## config.mk

```make
export PLATFORM = sky130hd
export DESIGN_NAME = polar_polygon_area_unit
export DESIGN_NICKNAME = d
export VERILOG_FILES = /design/src/rtl/core/pga_pkg.sv /design/src/rtl/core/pga_mul.sv /design/src/rtl/core/pga_div.sv /design/src/rtl/core/polar_polygon_area_unit.sv
export SDC_FILE = /design/constraint.sdc
export NUM_CORES = 1
export LEC_CHECK = 0
export ABC_AREA = 1
export BUFFER_PORTS_ARGS = -buffer_cell sky130_fd_sc_hd__buf_2
export CORE_MARGIN = 3
export CORE_UTILIZATION = 55
export DETAILED_ROUTE_END_ITERATION = 10
export PLACE_DENSITY = 0.77
export RECOVER_POWER = 50
export SYNTH_ARGS = -nofsm -noshare
export SYNTH_HDL_FRONTEND = slang
export SYNTH_SLANG_ARGS = --single-unit
```

## constraint.sdc

```tcl
create_clock -name clk -period 6 [get_ports clk]
set_input_delay 0.3 -clock clk [delete_from_list [all_inputs] [get_ports clk]]
set_output_delay 0.3 -clock clk [all_outputs]
set_load 0.01 [all_outputs]
```

## src/rtl/core/pga_pkg.sv

```systemverilog
// Shared types and constants for the polar polygon area unit.
// Holds field widths, the controller state type, the unit status struct and
// the elaboration-time sine function. No dependencies.
`default_nettype none

package pga_pkg;

  localparam int unsigned LEN_W       = 10;
  localparam int unsigned ANG_W       = 9;
  localparam int unsigned AREA_W      = 26;
  localparam int unsigned SUM_W       = 32;
  localparam int unsigned IN_TDATA_W  = 24;
  localparam int unsigned OUT_TDATA_W = 32;

  // scaled triangle magnitude and its constant divisor
  localparam int unsigned QW    = 29;
  localparam int unsigned REM_W = 8;
  localparam logic [REM_W:0] TRI_DIV = 9'd200;

  localparam logic [63:0] PI_Q30  = 64'd3373259426;
  localparam logic [63:0] ONE_Q30 = 64'd1073741824;

  typedef enum logic [3:0] {
    S_IDLE,
    S_TRIG,
    S_CX,
    S_CX_W,
    S_CY,
    S_CY_W,
    S_SETUP,
    S_P1,
    S_P1_W,
    S_P2,
    S_P2_W,
    S_DIFF,
    S_DIV_W,
    S_ADD,
    S_NEXT,
    S_EMIT
  } pga_state_t;

  typedef struct packed {
    logic busy;
    logic done;
  } pga_unit_st_t;

  // sine of d degrees (0..90) as an unsigned fb-bit fraction, Taylor series at Q30
  function automatic logic [63:0] pga_sin_quarter(int unsigned d, int unsigned fb);
    logic [63:0] x;
    logic [63:0] x2;
    logic [63:0] term;
    logic [63:0] pos;
    logic [63:0] neg;
    logic [63:0] s;
    logic [63:0] r;
    logic [63:0] lim;
    x    = (64'(d) * PI_Q30) / 64'd180;
    x2   = (x * x) >> 30;
    term = x;
    pos  = '0;
    neg  = '0;
    for (int k = 0; k < 9; k++) begin
      if ((k % 2) == 1) begin
        neg = neg + term;
      end else begin
        pos = pos + term;
      end
      term = (term * x2) >> 30;
      term = term / 64'((2 * k + 2) * (2 * k + 3));
    end
    s = (pos > neg) ? pos - neg : 64'd0;
    if (s > ONE_Q30) begin
      s = ONE_Q30;
    end
    r   = (s + (64'd1 << (29 - fb))) >> (30 - fb);
    lim = (64'd1 << fb) - 64'd1;
    return (r > lim) ? lim : r;
  endfunction

endpackage

`default_nettype wire

```

## src/rtl/core/pga_mul.sv

```systemverilog
// Radix-2 shift-add multiplier, one multiplier bit per cycle.
// Depends on pga_pkg for the status struct.
`default_nettype none

module pga_mul import pga_pkg::*; #(
  parameter int unsigned WA = 25,
  parameter int unsigned WB = 25
) (
  input  logic               clk,
  input  logic               rst_n,
  input  logic               start,
  input  logic [WA-1:0]      a,
  input  logic [WB-1:0]      b,
  output logic [WA+WB-1:0]   prod,
  output pga_unit_st_t       st
);

  localparam int unsigned CNT_W = $clog2(WB + 1);

  logic [WA+WB-1:0] acc_r;
  logic [WA-1:0]    a_r;
  logic [CNT_W-1:0] cnt_r;
  logic             busy_r;
  logic             done_r;
  logic [WA:0]      hi_sum;

  always_comb begin
    hi_sum = {1'b0, acc_r[WA+WB-1:WB]} + (acc_r[0] ? {1'b0, a_r} : {(WA + 1){1'b0}});
  end

  always_ff @(posedge clk) begin
    if (!rst_n) begin
      busy_r <= 1'b0;
      done_r <= 1'b0;
      cnt_r  <= '0;
    end else begin
      done_r <= 1'b0;
      if (start && !busy_r) begin
        acc_r  <= {{WA{1'b0}}, b};
        a_r    <= a;
        cnt_r  <= CNT_W'(WB);
        busy_r <= 1'b1;
      end else if (busy_r) begin
        // add and shift right: one multiplier bit retired per cycle
        acc_r <= {hi_sum, acc_r[WB-1:1]};
        cnt_r <= cnt_r - CNT_W'(1);
        if (cnt_r == CNT_W'(1)) begin
          busy_r <= 1'b0;
          done_r <= 1'b1;
        end
      end
    end
  end

  assign prod = acc_r;
  assign st   = '{busy: busy_r, done: done_r};

endmodule

`default_nettype wire

```

## src/rtl/core/pga_div.sv

```systemverilog
// Bit-serial restoring divider by the constant TRI_DIV, one quotient bit per cycle.
// Depends on pga_pkg for widths, the divisor and the status struct.
`default_nettype none

module pga_div import pga_pkg::*; (
  input  logic          clk,
  input  logic          rst_n,
  input  logic          start,
  input  logic [QW-1:0] dividend,
  output logic [QW-1:0] quotient,
  output pga_unit_st_t  st
);

  localparam int unsigned CNT_W = $clog2(QW + 1);

  logic [QW-1:0]    sh_r;
  logic [REM_W-1:0] rem_r;
  logic [CNT_W-1:0] cnt_r;
  logic             busy_r;
  logic             done_r;
  logic [REM_W:0]   trial;
  logic             ge;

  always_comb begin
    trial = {rem_r, sh_r[QW-1]};
    ge    = (trial >= TRI_DIV);
  end

  always_ff @(posedge clk) begin
    if (!rst_n) begin
      busy_r <= 1'b0;
      done_r <= 1'b0;
      cnt_r  <= '0;
    end else begin
      done_r <= 1'b0;
      if (start && !busy_r) begin
        sh_r   <= dividend;
        rem_r  <= '0;
        cnt_r  <= CNT_W'(QW);
        busy_r <= 1'b1;
      end else if (busy_r) begin
        // shift the dividend out the top, the quotient in at the bottom
        rem_r <= ge ? REM_W'(trial - TRI_DIV) : REM_W'(trial);
        sh_r  <= {sh_r[QW-2:0], ge};
        cnt_r <= cnt_r - CNT_W'(1);
        if (cnt_r == CNT_W'(1)) begin
          busy_r <= 1'b0;
          done_r <= 1'b1;
        end
      end
    end
  end

  assign quotient = sh_r;
  assign st       = '{busy: busy_r, done: done_r};

endmodule

`default_nettype wire

```

## src/rtl/core/polar_polygon_area_unit.sv

```systemverilog
// Polar polygon area unit: sums triangle-fan areas of polar vertices.
// One vertex at a time: a shared shift-add multiplier forms the coordinates and the
// cross products, and a serial divider scales each triangle. The result waits in an
// output register.
// Reset (synchronous, active low) returns to idle awaiting a first vertex.
`default_nettype none

module polar_polygon_area_unit import pga_pkg::*; #(
  parameter int unsigned MAX_VERTICES   = 16,
  parameter int unsigned TRIG_FRAC_BITS = 15
) (
  input  logic                   clk,
  input  logic                   rst_n,
  input  logic                   in_tvalid,
  output logic                   in_tready,
  input  logic [IN_TDATA_W-1:0]  in_tdata,   // length_tenths[9:0], angle_deg[18:10], zero pad
  input  logic                   in_tlast,
  output logic                   out_tvalid,
  input  logic                   out_tready,
  output logic [OUT_TDATA_W-1:0] out_tdata   // area_q8[25:0], zero pad
);

  localparam int unsigned TFB   = TRIG_FRAC_BITS;
  localparam int unsigned CM    = LEN_W + TFB;
  localparam int unsigned CW    = CM + 1;
  localparam int unsigned PW    = 2 * CM + 1;
  localparam int unsigned DW    = 2 * CM + 2;
  localparam int unsigned SH    = 2 * TFB - 8;
  localparam int unsigned CNT_W = $clog2(MAX_VERTICES + 1);

  localparam logic [ANG_W-1:0] ANG_QTR  = ANG_W'(90);
  localparam logic [ANG_W-1:0] ANG_HALF = ANG_W'(180);
  localparam logic [ANG_W-1:0] ANG_3QTR = ANG_W'(270);
  localparam logic [ANG_W-1:0] ANG_FULL = ANG_W'(360);

  typedef struct packed {
    logic       neg;
    logic [6:0] idx;
  } pga_fold_t;

  logic [TFB-1:0] sin_tab [0:90];

  for (genvar gd = 0; gd <= 90; gd++) begin : g_sin
    assign sin_tab[gd] = TFB'(pga_sin_quarter(gd, TFB));
  end

  function automatic pga_fold_t fold(logic [ANG_W-1:0] a);
    pga_fold_t f;
    if (a <= ANG_QTR) begin
      f = '{neg: 1'b0, idx: 7'(a)};
    end else if (a <= ANG_HALF) begin
      f = '{neg: 1'b0, idx: 7'(ANG_HALF - a)};
    end else if (a <= ANG_3QTR) begin
      f = '{neg: 1'b1, idx: 7'(a - ANG_HALF)};
    end else begin
      f = '{neg: 1'b1, idx: 7'(ANG_FULL - a)};
    end
    return f;
  endfunction

  function automatic logic [CM-1:0] mag(logic [CW-1:0] v);
    return v[CW-1] ? CM'(-v) : CM'(v);
  endfunction

  function automatic logic [PW-1:0] sprod(logic [2*CM-1:0] m, logic neg);
    return neg ? -{1'b0, m} : {1'b0, m};
  endfunction

  pga_state_t state_r, state_nxt;

  logic [LEN_W-1:0] len_r, len_nxt;
  logic [ANG_W-1:0] ang_r, ang_nxt;
  logic             last_r, last_nxt;
  logic [TFB-1:0]   sin_mag_r, sin_mag_nxt, cos_mag_r, cos_mag_nxt;
  logic             sin_neg_r, sin_neg_nxt, cos_neg_r, cos_neg_nxt;
  logic [CW-1:0]    cur_x_r, cur_x_nxt, cur_y_r, cur_y_nxt;
  logic [CW-1:0]    first_x_r, first_x_nxt, first_y_r, first_y_nxt;
  logic [CW-1:0]    prev_x_r, prev_x_nxt, prev_y_r, prev_y_nxt;
  logic             psign_r, psign_nxt;
  logic [PW-1:0]    p1_r, p1_nxt;
  logic [DW-1:0]    diff_r, diff_nxt;
  logic [SUM_W-1:0] sum_r, sum_nxt;
  logic             in_poly_r, in_poly_nxt;
  logic [CNT_W-1:0] cnt_r, cnt_nxt;
  logic             close_r, close_nxt;
  logic             out_tvalid_r, out_tvalid_nxt;
  logic [AREA_W-1:0] out_data_r, out_data_nxt;

  logic             mul_start;
  logic [CM-1:0]    mul_a, mul_b;
  logic [2*CM-1:0]  mul_prod;
  pga_unit_st_t     mul_st;
  logic             div_start;
  logic [QW-1:0]    div_in, div_q;
  pga_unit_st_t     div_st;

  logic [ANG_W-1:0] ang_in;
  logic [ANG_W:0]   cos_sum;
  logic [ANG_W-1:0] cos_ang;
  pga_fold_t        sin_f, cos_f;
  logic [CW-1:0]    px, py, qx, qy, coord;
  logic [PW-1:0]    p2s;
  logic [DW-1:0]    absd;
  logic [SUM_W:0]   sum_ext;
  logic [CNT_W-1:0] cnt_inc;

  pga_mul #(.WA(CM), .WB(CM)) u_mul (
    .clk   (clk),
    .rst_n (rst_n),
    .start (mul_start),
    .a     (mul_a),
    .b     (mul_b),
    .prod  (mul_prod),
    .st    (mul_st)
  );

  pga_div u_div (
    .clk      (clk),
    .rst_n    (rst_n),
    .start    (div_start),
    .dividend (div_in),
    .quotient (div_q),
    .st       (div_st)
  );

  always_comb begin
    ang_in  = in_tdata[LEN_W+ANG_W-1:LEN_W];
    cos_sum = {1'b0, ang_r} + {1'b0, ANG_QTR};
    cos_ang = (cos_sum >= {1'b0, ANG_FULL}) ? ANG_W'(cos_sum - {1'b0, ANG_FULL})
                                            : ANG_W'(cos_sum);
    sin_f   = fold(ang_r);
    cos_f   = fold(cos_ang);
    px      = close_r ? cur_x_r   : prev_x_r;
    py      = close_r ? cur_y_r   : prev_y_r;
    qx      = close_r ? first_x_r : cur_x_r;
    qy      = close_r ? first_y_r : cur_y_r;
    coord   = CW'(mul_prod);
    p2s     = sprod(mul_prod, psign_r);
    absd    = diff_r[DW-1] ? -diff_r : diff_r;
    div_in  = absd[SH+QW-1:SH];
    sum_ext = {1'b0, sum_r} + (SUM_W + 1)'(div_q);
    cnt_inc = cnt_r + CNT_W'(1);
  end

  always_comb begin
    state_nxt      = state_r;
    len_nxt        = len_r;
    ang_nxt        = ang_r;
    last_nxt       = last_r;
    sin_mag_nxt    = sin_mag_r;
    sin_neg_nxt    = sin_neg_r;
    cos_mag_nxt    = cos_mag_r;
    cos_neg_nxt    = cos_neg_r;
    cur_x_nxt      = cur_x_r;
    cur_y_nxt      = cur_y_r;
    first_x_nxt    = first_x_r;
    first_y_nxt    = first_y_r;
    prev_x_nxt     = prev_x_r;
    prev_y_nxt     = prev_y_r;
    psign_nxt      = psign_r;
    p1_nxt         = p1_r;
    diff_nxt       = diff_r;
    sum_nxt        = sum_r;
    in_poly_nxt    = in_poly_r;
    cnt_nxt        = cnt_r;
    close_nxt      = close_r;
    out_tvalid_nxt = out_tvalid_r && !out_tready;
    out_data_nxt   = out_data_r;
    mul_start      = 1'b0;
    mul_a          = '0;
    mul_b          = '0;
    div_start      = 1'b0;
    in_tready      = 1'b0;

    case (state_r)
      S_IDLE: begin
        in_tready = 1'b1;
        if (in_tvalid) begin
          len_nxt   = in_tdata[LEN_W-1:0];
          ang_nxt   = (ang_in >= ANG_FULL) ? ang_in - ANG_FULL : ang_in;
          last_nxt  = in_tlast;
          state_nxt = S_TRIG;
        end
      end
      S_TRIG: begin
        sin_mag_nxt = sin_tab[sin_f.idx];
        sin_neg_nxt = sin_f.neg;
        cos_mag_nxt = sin_tab[cos_f.idx];
        cos_neg_nxt = cos_f.neg;
        state_nxt   = S_CX;
      end
      S_CX: begin
        mul_a = CM'(sin_mag_r);
        mul_b = CM'(len_r);
        if (!mul_st.busy) begin
          mul_start = 1'b1;
          state_nxt = S_CX_W;
        end
      end
      S_CX_W: begin
        if (mul_st.done) begin
          cur_x_nxt = sin_neg_r ? -coord : coord;
          state_nxt = S_CY;
        end
      end
      S_CY: begin
        mul_a = CM'(cos_mag_r);
        mul_b = CM'(len_r);
        if (!mul_st.busy) begin
          mul_start = 1'b1;
          state_nxt = S_CY_W;
        end
      end
      S_CY_W: begin
        if (mul_st.done) begin
          cur_y_nxt = cos_neg_r ? coord : -coord;
          state_nxt = S_SETUP;
        end
      end
      S_SETUP: begin
        close_nxt = 1'b0;
        if (!in_poly_r) begin
          first_x_nxt = cur_x_r;
          first_y_nxt = cur_y_r;
          sum_nxt     = '0;
          cnt_nxt     = '0;
          in_poly_nxt = 1'b1;
          state_nxt   = S_NEXT;
        end else begin
          state_nxt = S_P1;
        end
      end
      S_P1: begin
        mul_a = mag(px);
        mul_b = mag(qy);
        if (!mul_st.busy) begin
          mul_start = 1'b1;
          psign_nxt = px[CW-1] ^ qy[CW-1];
          state_nxt = S_P1_W;
        end
      end
      S_P1_W: begin
        if (mul_st.done) begin
          p1_nxt    = p2s;
          state_nxt = S_P2;
        end
      end
      S_P2: begin
        mul_a = mag(qx);
        mul_b = mag(py);
        if (!mul_st.busy) begin
          mul_start = 1'b1;
          psign_nxt = qx[CW-1] ^ py[CW-1];
          state_nxt = S_P2_W;
        end
      end
      S_P2_W: begin
        if (mul_st.done) begin
          diff_nxt  = {p1_r[PW-1], p1_r} - {p2s[PW-1], p2s};
          state_nxt = S_DIFF;
        end
      end
      S_DIFF: begin
        if (!div_st.busy) begin
          div_start = 1'b1;
          state_nxt = S_DIV_W;
        end
      end
      S_DIV_W: begin
        if (div_st.done) begin
          state_nxt = S_ADD;
        end
      end
      S_ADD: begin
        sum_nxt   = sum_ext[SUM_W] ? {SUM_W{1'b1}} : sum_ext[SUM_W-1:0];
        state_nxt = close_r ? S_EMIT : S_NEXT;
      end
      S_NEXT: begin
        prev_x_nxt = cur_x_r;
        prev_y_nxt = cur_y_r;
        cnt_nxt    = cnt_inc;
        if (last_r || (cnt_inc >= CNT_W'(MAX_VERTICES))) begin
          close_nxt = 1'b1;
          state_nxt = S_P1;
        end else begin
          state_nxt = S_IDLE;
        end
      end
      S_EMIT: begin
        // hold until the output register is free
        if (!out_tvalid_r || out_tready) begin
          out_data_nxt   = (sum_r[SUM_W-1:AREA_W] != '0) ? {AREA_W{1'b1}}
                                                         : sum_r[AREA_W-1:0];
          out_tvalid_nxt = 1'b1;
          in_poly_nxt    = 1'b0;
          state_nxt      = S_IDLE;
        end
      end
      default: begin
        state_nxt = S_IDLE;
      end
    endcase
  end

  always_ff @(posedge clk) begin
    if (!rst_n) begin
      state_r      <= S_IDLE;
      in_poly_r    <= 1'b0;
      cnt_r        <= '0;
      close_r      <= 1'b0;
      sum_r        <= '0;
      out_tvalid_r <= 1'b0;
    end else begin
      state_r      <= state_nxt;
      in_poly_r    <= in_poly_nxt;
      cnt_r        <= cnt_nxt;
      close_r      <= close_nxt;
      sum_r        <= sum_nxt;
      out_tvalid_r <= out_tvalid_nxt;
    end
  end

  always_ff @(posedge clk) begin
    len_r      <= len_nxt;
    ang_r      <= ang_nxt;
    last_r     <= last_nxt;
    sin_mag_r  <= sin_mag_nxt;
    sin_neg_r  <= sin_neg_nxt;
    cos_mag_r  <= cos_mag_nxt;
    cos_neg_r  <= cos_neg_nxt;
    cur_x_r    <= cur_x_nxt;
    cur_y_r    <= cur_y_nxt;
    first_x_r  <= first_x_nxt;
    first_y_r  <= first_y_nxt;
    prev_x_r   <= prev_x_nxt;
    prev_y_r   <= prev_y_nxt;
    psign_r    <= psign_nxt;
    p1_r       <= p1_nxt;
    diff_r     <= diff_nxt;
    out_data_r <= out_data_nxt;
  end

  assign out_tvalid = out_tvalid_r;
  assign out_tdata  = {{(OUT_TDATA_W - AREA_W){1'b0}}, out_data_r};

endmodule

`default_nettype wire

```

# Yosys cells after proc, flatten, opt, wreduce, memory -nomap -nowiden
# Memory sizes are Yosys's and may differ from the RTL's. A register that Yosys moved wholly into a read port is not among the register bits.
# Index checks and enable logic that the tools add are counted.
dict set report word_totals {
  regBits 478
  mem_bits_ro 3840
  inputBits 29
  output_inout_bits 34
  wordCells 225
  memories 2
}
# name words width read_ports rd_ports_with_merged_regs write_ports line
set mem_list {}
lappend mem_list {{(name not given)} 128 15 1 1 0 polar_polygon_area_unit.sv:188} ;# cos_mag_nxt = sin_tab[cos_f.idx];
lappend mem_list {{(name not given)} 128 15 1 1 0 polar_polygon_area_unit.sv:186} ;# sin_mag_nxt = sin_tab[sin_f.idx];
dict set report op_classes {
  n_addsub 23
  order_cmp 10
  n_eq_ne 31
  muxes 76
  bitwise 8
  n_reduce_logical 41
}
# op n
set ops {}
lappend ops {{26-bit 2-to-1 mux} 6}
lappend ops {{25-bit 2-to-1 mux} 6}
lappend ops {{51-bit 2-to-1 mux} 2}
lappend ops {{25-bit negator} 4}
lappend ops {{25-bit one-hot mux with 4 select lines} 1}
lappend ops {{25-bit one-hot mux with 3 select lines} 1}
lappend ops {{32-bit 2-to-1 mux} 2}
lappend ops {{32-bit one-hot mux with 2 select lines} 1}
lappend ops {{4-bit one-hot mux with 16 select lines} 1}
lappend ops {{29-bit 2-to-1 mux} 2}
lappend ops {{4-bit 2-to-1 mux} 13}
lappend ops {{51-bit by 51-bit subtractor with 52-bit output} 1}
lappend ops {{50-bit negator with 51-bit output} 1}
lappend ops {{51-bit negator} 1}
lappend ops {{50-bit 2-to-1 mux} 1}
lappend ops {{7-bit 2-to-1 mux} 6}
lappend ops {{32-bit by 29-bit adder with 33-bit output} 1}
lappend ops {{4-bit == test (second input constant)} 8}
lappend ops {{2-bit AND reduction} 14}
lappend ops {{25-bit by 26-bit adder with 26-bit output} 1}
lappend ops {{26-bit negator} 1}
lappend ops {{5-bit 2-to-1 mux} 5}
lappend ops {{1-bit 2-to-1 mux} 20}
lappend ops {{9-bit by 7-bit less-or-equal comparator with 1-bit output (second input constant)} 2}
lappend ops {{other kinds (39)} 88}

# Longest topological paths before layout
dict set report depth {
  depth_word 8
  depth_mapped 35
  mapped_depth_nobuf 34
}

# By module
# A second synthesis with hierarchy kept.
dict set report unflattened {
  hier_cells 4722
  area_unflattened_um2 35843.1
}
# mod instances cells_each area_each_um2 seq_area_each_um2
set modules_own_cells {}
lappend modules_own_cells {polar_polygon_area_unit 1 3825 28703.8 11030.6}
lappend modules_own_cells {pga_mul 1 678 5108.6 2392.3}
lappend modules_own_cells {pga_div 1 219 2030.7 1251.2}

# Least setup slack after synthesis
# Ideal clock, no wire load.
dict set report synth_timing {
  kind {register to register}
  startpoint {reg state_r[1]}
  endpoint {reg diff_r[0], enable pin}
  setup_time_ps 526
  arrival_ps 4167
  t_required_ps 5474
  slack_ps 1308
  stages_incl_launch_ff 5
  path_buffers 0
  synth_period_minus_slack_ps 4692
  cell_sequence {dfxtp_1 -> inv_1 -> nor2_1 -> inv_1 -> nor3_1}
}
dict set report synth_via {
  elab_chain_cells 2
}
# item line
set synth_rtl {}
lappend synth_rtl {{from (decl)} polar_polygon_area_unit.sv:69} ;# pga_state_t state_r, state_nxt;
lappend synth_rtl {{from (signal assigned)} polar_polygon_area_unit.sv:314} ;# state_r <= state_nxt;
lappend synth_rtl {{4-bit == test} polar_polygon_area_unit.sv:175} ;# case (state_r)
lappend synth_rtl {{2-bit AND reduction (no line)} --}
lappend synth_rtl {{to (signal assigned)} polar_polygon_area_unit.sv:339} ;# diff_r <= diff_nxt;
lappend synth_rtl {{to (decl)} polar_polygon_area_unit.sv:81} ;# logic [DW-1:0] diff_r, diff_nxt;
# No other way between the ends.
# A chain may end at the register's enable or synchronous reset.

# Final worst setup path
dict set report layout_timing {
  startpoint {reg u_mul.acc_r[1] (netlist: u_mul.prod[1])}
  endpoint {reg diff_r[50], data pin}
}
dict set report layout_via {
  elab_chain_cells 3
}
# item line
set layout_rtl {}
lappend layout_rtl {{from (decl)} pga_mul.sv:20} ;# logic [WA+WB-1:0] acc_r;
lappend layout_rtl {{from (signal assigned)} pga_mul.sv:39} ;# acc_r <= {{WA{1'b0}}, b};
lappend layout_rtl {{from (signal assigned)} pga_mul.sv:45} ;# acc_r <= {hi_sum, acc_r[WB-1:1]};
lappend layout_rtl {{50-bit negator with 51-bit output} polar_polygon_area_unit.sv:66} ;# return neg ? -{1'b0, m} : {1'b0, m};
lappend layout_rtl {{51-bit 2-to-1 mux (*)} polar_polygon_area_unit.sv:66}
lappend layout_rtl {{51-bit by 51-bit subtractor with 52-bit output (*)} polar_polygon_area_unit.sv:259} ;# diff_nxt = {p1_r[PW-1], p1_r} - {p2s[PW-1], p2s};
# Mark *: on every way between the ends. The rest lies on a longest branch, timed or not.

==> flow_metrics.tcl <==
set metrics [dict create \
    ys_warn_count 0 \
    r2r_setup_slack_ns 0.50 \
    area_growth_pct 8.72 \
    pwr-share-comb 0.572 \
    cts_tree "yes" \
    rsz0062_at_grt "no" \
    antennaDiodeCount 0 \
    power.density_nw_per_um2 532 \
    tightestPinTransition_ns 3.64 \
    crit_required_ns 6.36 \
    setup_tns_ns 0 \
    worstHoldStart "in_tdata[15]" \
    drt_wl_total_um 96400 \
    vdd_ir_drop_max_mv 1.48 \
    grt-ovfl-total 0 \
    start_util 0.560 \
    synth-compound-area-share 0.161 \
    pwr-share-seq 0.253 \
    power.total_mw 20.1 \
    r2r_start "u_mul.prod[1]$_DFFE_PP_" \
    rr_endpoint "diff_r[50]$_DFFE_PP_" \
    grt_use_met1 0.348 \
    yosys_most_used_dff "edfxtp_1" \
    hold_class "input port to flop" \
    setup_viol 0 \
    top_usage_layer "met2" \
    cp_max_fo 5 \
    dieArea_um2 66300 \
    yosys.area.top_type "edfxtp_1" \
    io_buffers 51 \
    synth.top_cell.area_share 0.388 \
    slowest_delay_ns 0.45 \
    synthCells 4415 \
    grt_antenna_before_repair 0 \
    synth-xor-area-share 0.0408 \
    internal-power_mw 10.1 \
    async_flop_share 0 \
    pin_count 63 \
    maxCapViolCount 9 \
    period_minus_slack_ns 5.50 \
    slew_headroom -1.43 \
    p_leak_nw 15.6 \
    r2r_cells 26 \
    grt.total_usage 0.282 \
    crit_slowest_cell "edfxtp_1" \
    yosysSeqAreaShare 0.422 \
    slew_viol_final 390 \
    fin_crit_sh 0.917 \
    die_x_um 258 \
    synth_common_cells "nand2_1 (939), inv_1 (541), o21ai_0 (482)" \
    synth_simple_gate_area_frac 0.228 \
    p_sw_mw 9.98 \
    clockBufferDepth 3 \
    worstSetupStartpointType "flop" \
    root_buffer "clkbuf_16" \
    clock_sinks 508 \
    ys_ff_latch 508 \
    use_met3 0.0353 \
    violations "capacitance limit, slew limit" \
    nets 4637 \
    cp_common_cell "nor2_1" \
    nFillCells 5512 \
    drive_above_1_share 0.0688 \
    grt_pass1_vias 28900 \
    finClkSkew_ns 0.0299 \
    place.gp.congestion 0.978 \
    synth_mux_area_frac 0.00863 \
    clkLatencyLatePin_ns 0.63 \
    ant_nets 0 \
    ys_types 74 \
    synth_area_leaders "edfxtp_1 (39%), nand2_1 (10%), o21ai_0 (6.9%), inv_1 (5.8%), ha_1 (5.8%)" \
    vias_per_cell 5.80 \
    grt_start_max_net_pins 76 \
    core-area_um2 62200 \
    grt_pass1_wl_um 152000 \
    hpwl_um 70300 \
    met2_usage 0.478 \
    clk_pin_slew_ns 0.06 \
    crit_path_end_kind "flop" \
    drc 0 \
    synth_edf_count 450 \
    cp_data_arrival_time_ns 5.86 \
    drt_iter0_drc 3169 \
    status "finished, violations left" \
    synthAdderAreaFrac 0.0596 \
    yosysMostFrequentCell "nand2_1" \
    synth_top_family_by_area "simple AND/OR/NAND/NOR gates" \
    min_to "ang_r[5]$_DFFE_PP_" \
    cts_buffers 55 \
    num_vias 30900 \
    syn-cell-area_um2 34800 \
    pwr-share-clk 0.176 \
    avgSynthCellArea_um2 7.88 \
    p_sw_frac 0.496 \
    hold_depth 2 \
    post_drt_wl_per_cell_um 18.1 \
    h-tree-depth 2 \
    hold_violations 0 \
    dr.pass1.iters 6 \
    rows 91 \
    path_class "flop to flop" \
    fmax_mhz 182 \
    die-height_um 258 \
]
per-layer routing:
| metal | wire length [um] | vias up | share of wire |
|---|---|---|---|
| li1 | - | 15100 | - |
| met1 | 38100 | 14200 | 0.39 |
| met2 | 45600 | 1306 | 0.47 |
| met3 | 6500 | 313 | 0.067 |
| met4 | 6220 | 0 | 0.065 |
| met5 | 0 | - | 0 |
timing repair:
action | in CTS | in global routing
buffers inserted | 0 | 0
setup endpoints to repair | 0 | 3
endpoints found under the hold margin | 22 | 0
hold buffers | 18 | 0
resized for setup | 0 | 2
through the flow:
stage | cell area, um^2 | hold slack (ns) | std cells | setup WS, ns | utilization
after floorplan | 34800 | 0.399 | 4420 | 1.31 | -
after global placement | 35900 | 0.448 | 5206 | 0.619 | 0.577
after detailed placement | 35900 | 0.459 | 5206 | 0.506 | 0.577
after CTS | 37900 | 0.00717 | 5328 | 0.479 | 0.610
after global routing | 37800 | 0.0424 | 5328 | 0.00528 | 0.608
final | 37800 | 0.0398 | 5328 | 0.496 | 0.608
cells in the final DEF (no fill, tap or decap), types with 18 or more instances in the layout:
cell type | synthesis | routed
nor2_1 | 365 | 357
dlygate4sd3_1 | 0 | 18
mux2i_1 | 30 | 30
xnor2_1 | 46 | 46
clkbuf_1 | 105 | 56
buf_4 | 10 | 37
o21ai_1 | 20 | 22
clkbuf_16 | 0 | 55
nand2_1 | 939 | 938
dfxtp_1 | 58 | 57
inv_1 | 541 | 542
edfxtp_1 | 450 | 450
o211ai_1 | 25 | 25
ha_1 | 161 | 161
a21oi_1 | 316 | 315
nand2_2 | 23 | 24
or2_2 | 76 | 76
nor4_1 | 32 | 32
nand3_1 | 229 | 229
xor2_1 | 116 | 116
o21ai_0 | 482 | 480
nand4_1 | 41 | 41
buf_2 | 17 | 18
a31oi_1 | 40 | 40
nor3_1 | 70 | 69
final cells by class:
type | count | area [um^2] | area share
Clock inverter | 36 | 440 | 0.0116
Tap cell | 837 | 1050 | 0.0277
Timing Repair Buffer | 118 | 717 | 0.0190
Inverter | 558 | 2100 | 0.0554
Clock buffer | 68 | 1450 | 0.0382
Sequential cell | 508 | 14700 | 0.388
Multi-Input combinational cell | 3203 | 17400 | 0.460
power groups by stage:
stage / registers [mW] / clock network [mW] / logic [mW]
2_1_floorplan: 4.96 / 0 / 8.31
3_3_place_gp: 5.12 / 0 / 11.1
3_5_place_dp: 5.13 / 0 / 11.1
4_1_cts: 5.06 / 3.59 / 11.2
5_1_grt: 5.11 / 3.73 / 12.6
6_report: 5.08 / 3.53 / 11.5
cells by family after synthesis:
logic type | after synthesis
compound gates | 1015
xor+xnor | 162
fa+ha+maj | 164
buf+inv | 709
flops | 508
mux | 30
other cells | 1
simple gates | 1826
sequential cells by signal (all words and copies together) (netlist names), 25 cells and up:
signal          cells
diff_r             52
p1_r               51
u_mul.prod         50
sum_r              32
u_div.quotient     29
cur_x_r            26
cur_y_r            26
first_x_r          26
first_y_r          26
out_data_r         26
prev_x_r           26
prev_y_r           26
u_mul.a_r          25
critical path: cells and delay by family, from the launching register on:
kind	cells	cell delay (ns)
and+or+nand+nor	12	1.97
AOI/OAI and AO/OA	9	1.86
DFF	1	0.45
xor gates and xnor gates	2	0.41
adders and majority gates	1	0.39
buffers and inverters	2	0.15
worst max path at each step:
stage | depth (start not counted) | start | end | slack [ns]
after floorplan | 4 | state_r[1]$_SDFFE_PN0P_ | diff_r[0]$_DFFE_PP_ | 1.31
after global placement | 26 | u_mul.prod[1]$_DFFE_PP_ | diff_r[50]$_DFFE_PP_ | 0.62
after detailed placement | 26 | u_mul.prod[1]$_DFFE_PP_ | diff_r[50]$_DFFE_PP_ | 0.51
after CTS | 26 | u_mul.prod[1]$_DFFE_PP_ | diff_r[50]$_DFFE_PP_ | 0.48
after global routing | 26 | u_mul.prod[1]$_DFFE_PP_ | diff_r[50]$_DFFE_PP_ | 0.005
final | 26 | u_mul.prod[1]$_DFFE_PP_ | diff_r[50]$_DFFE_PP_ | 0.50
(Power assumes the default switching activity.)
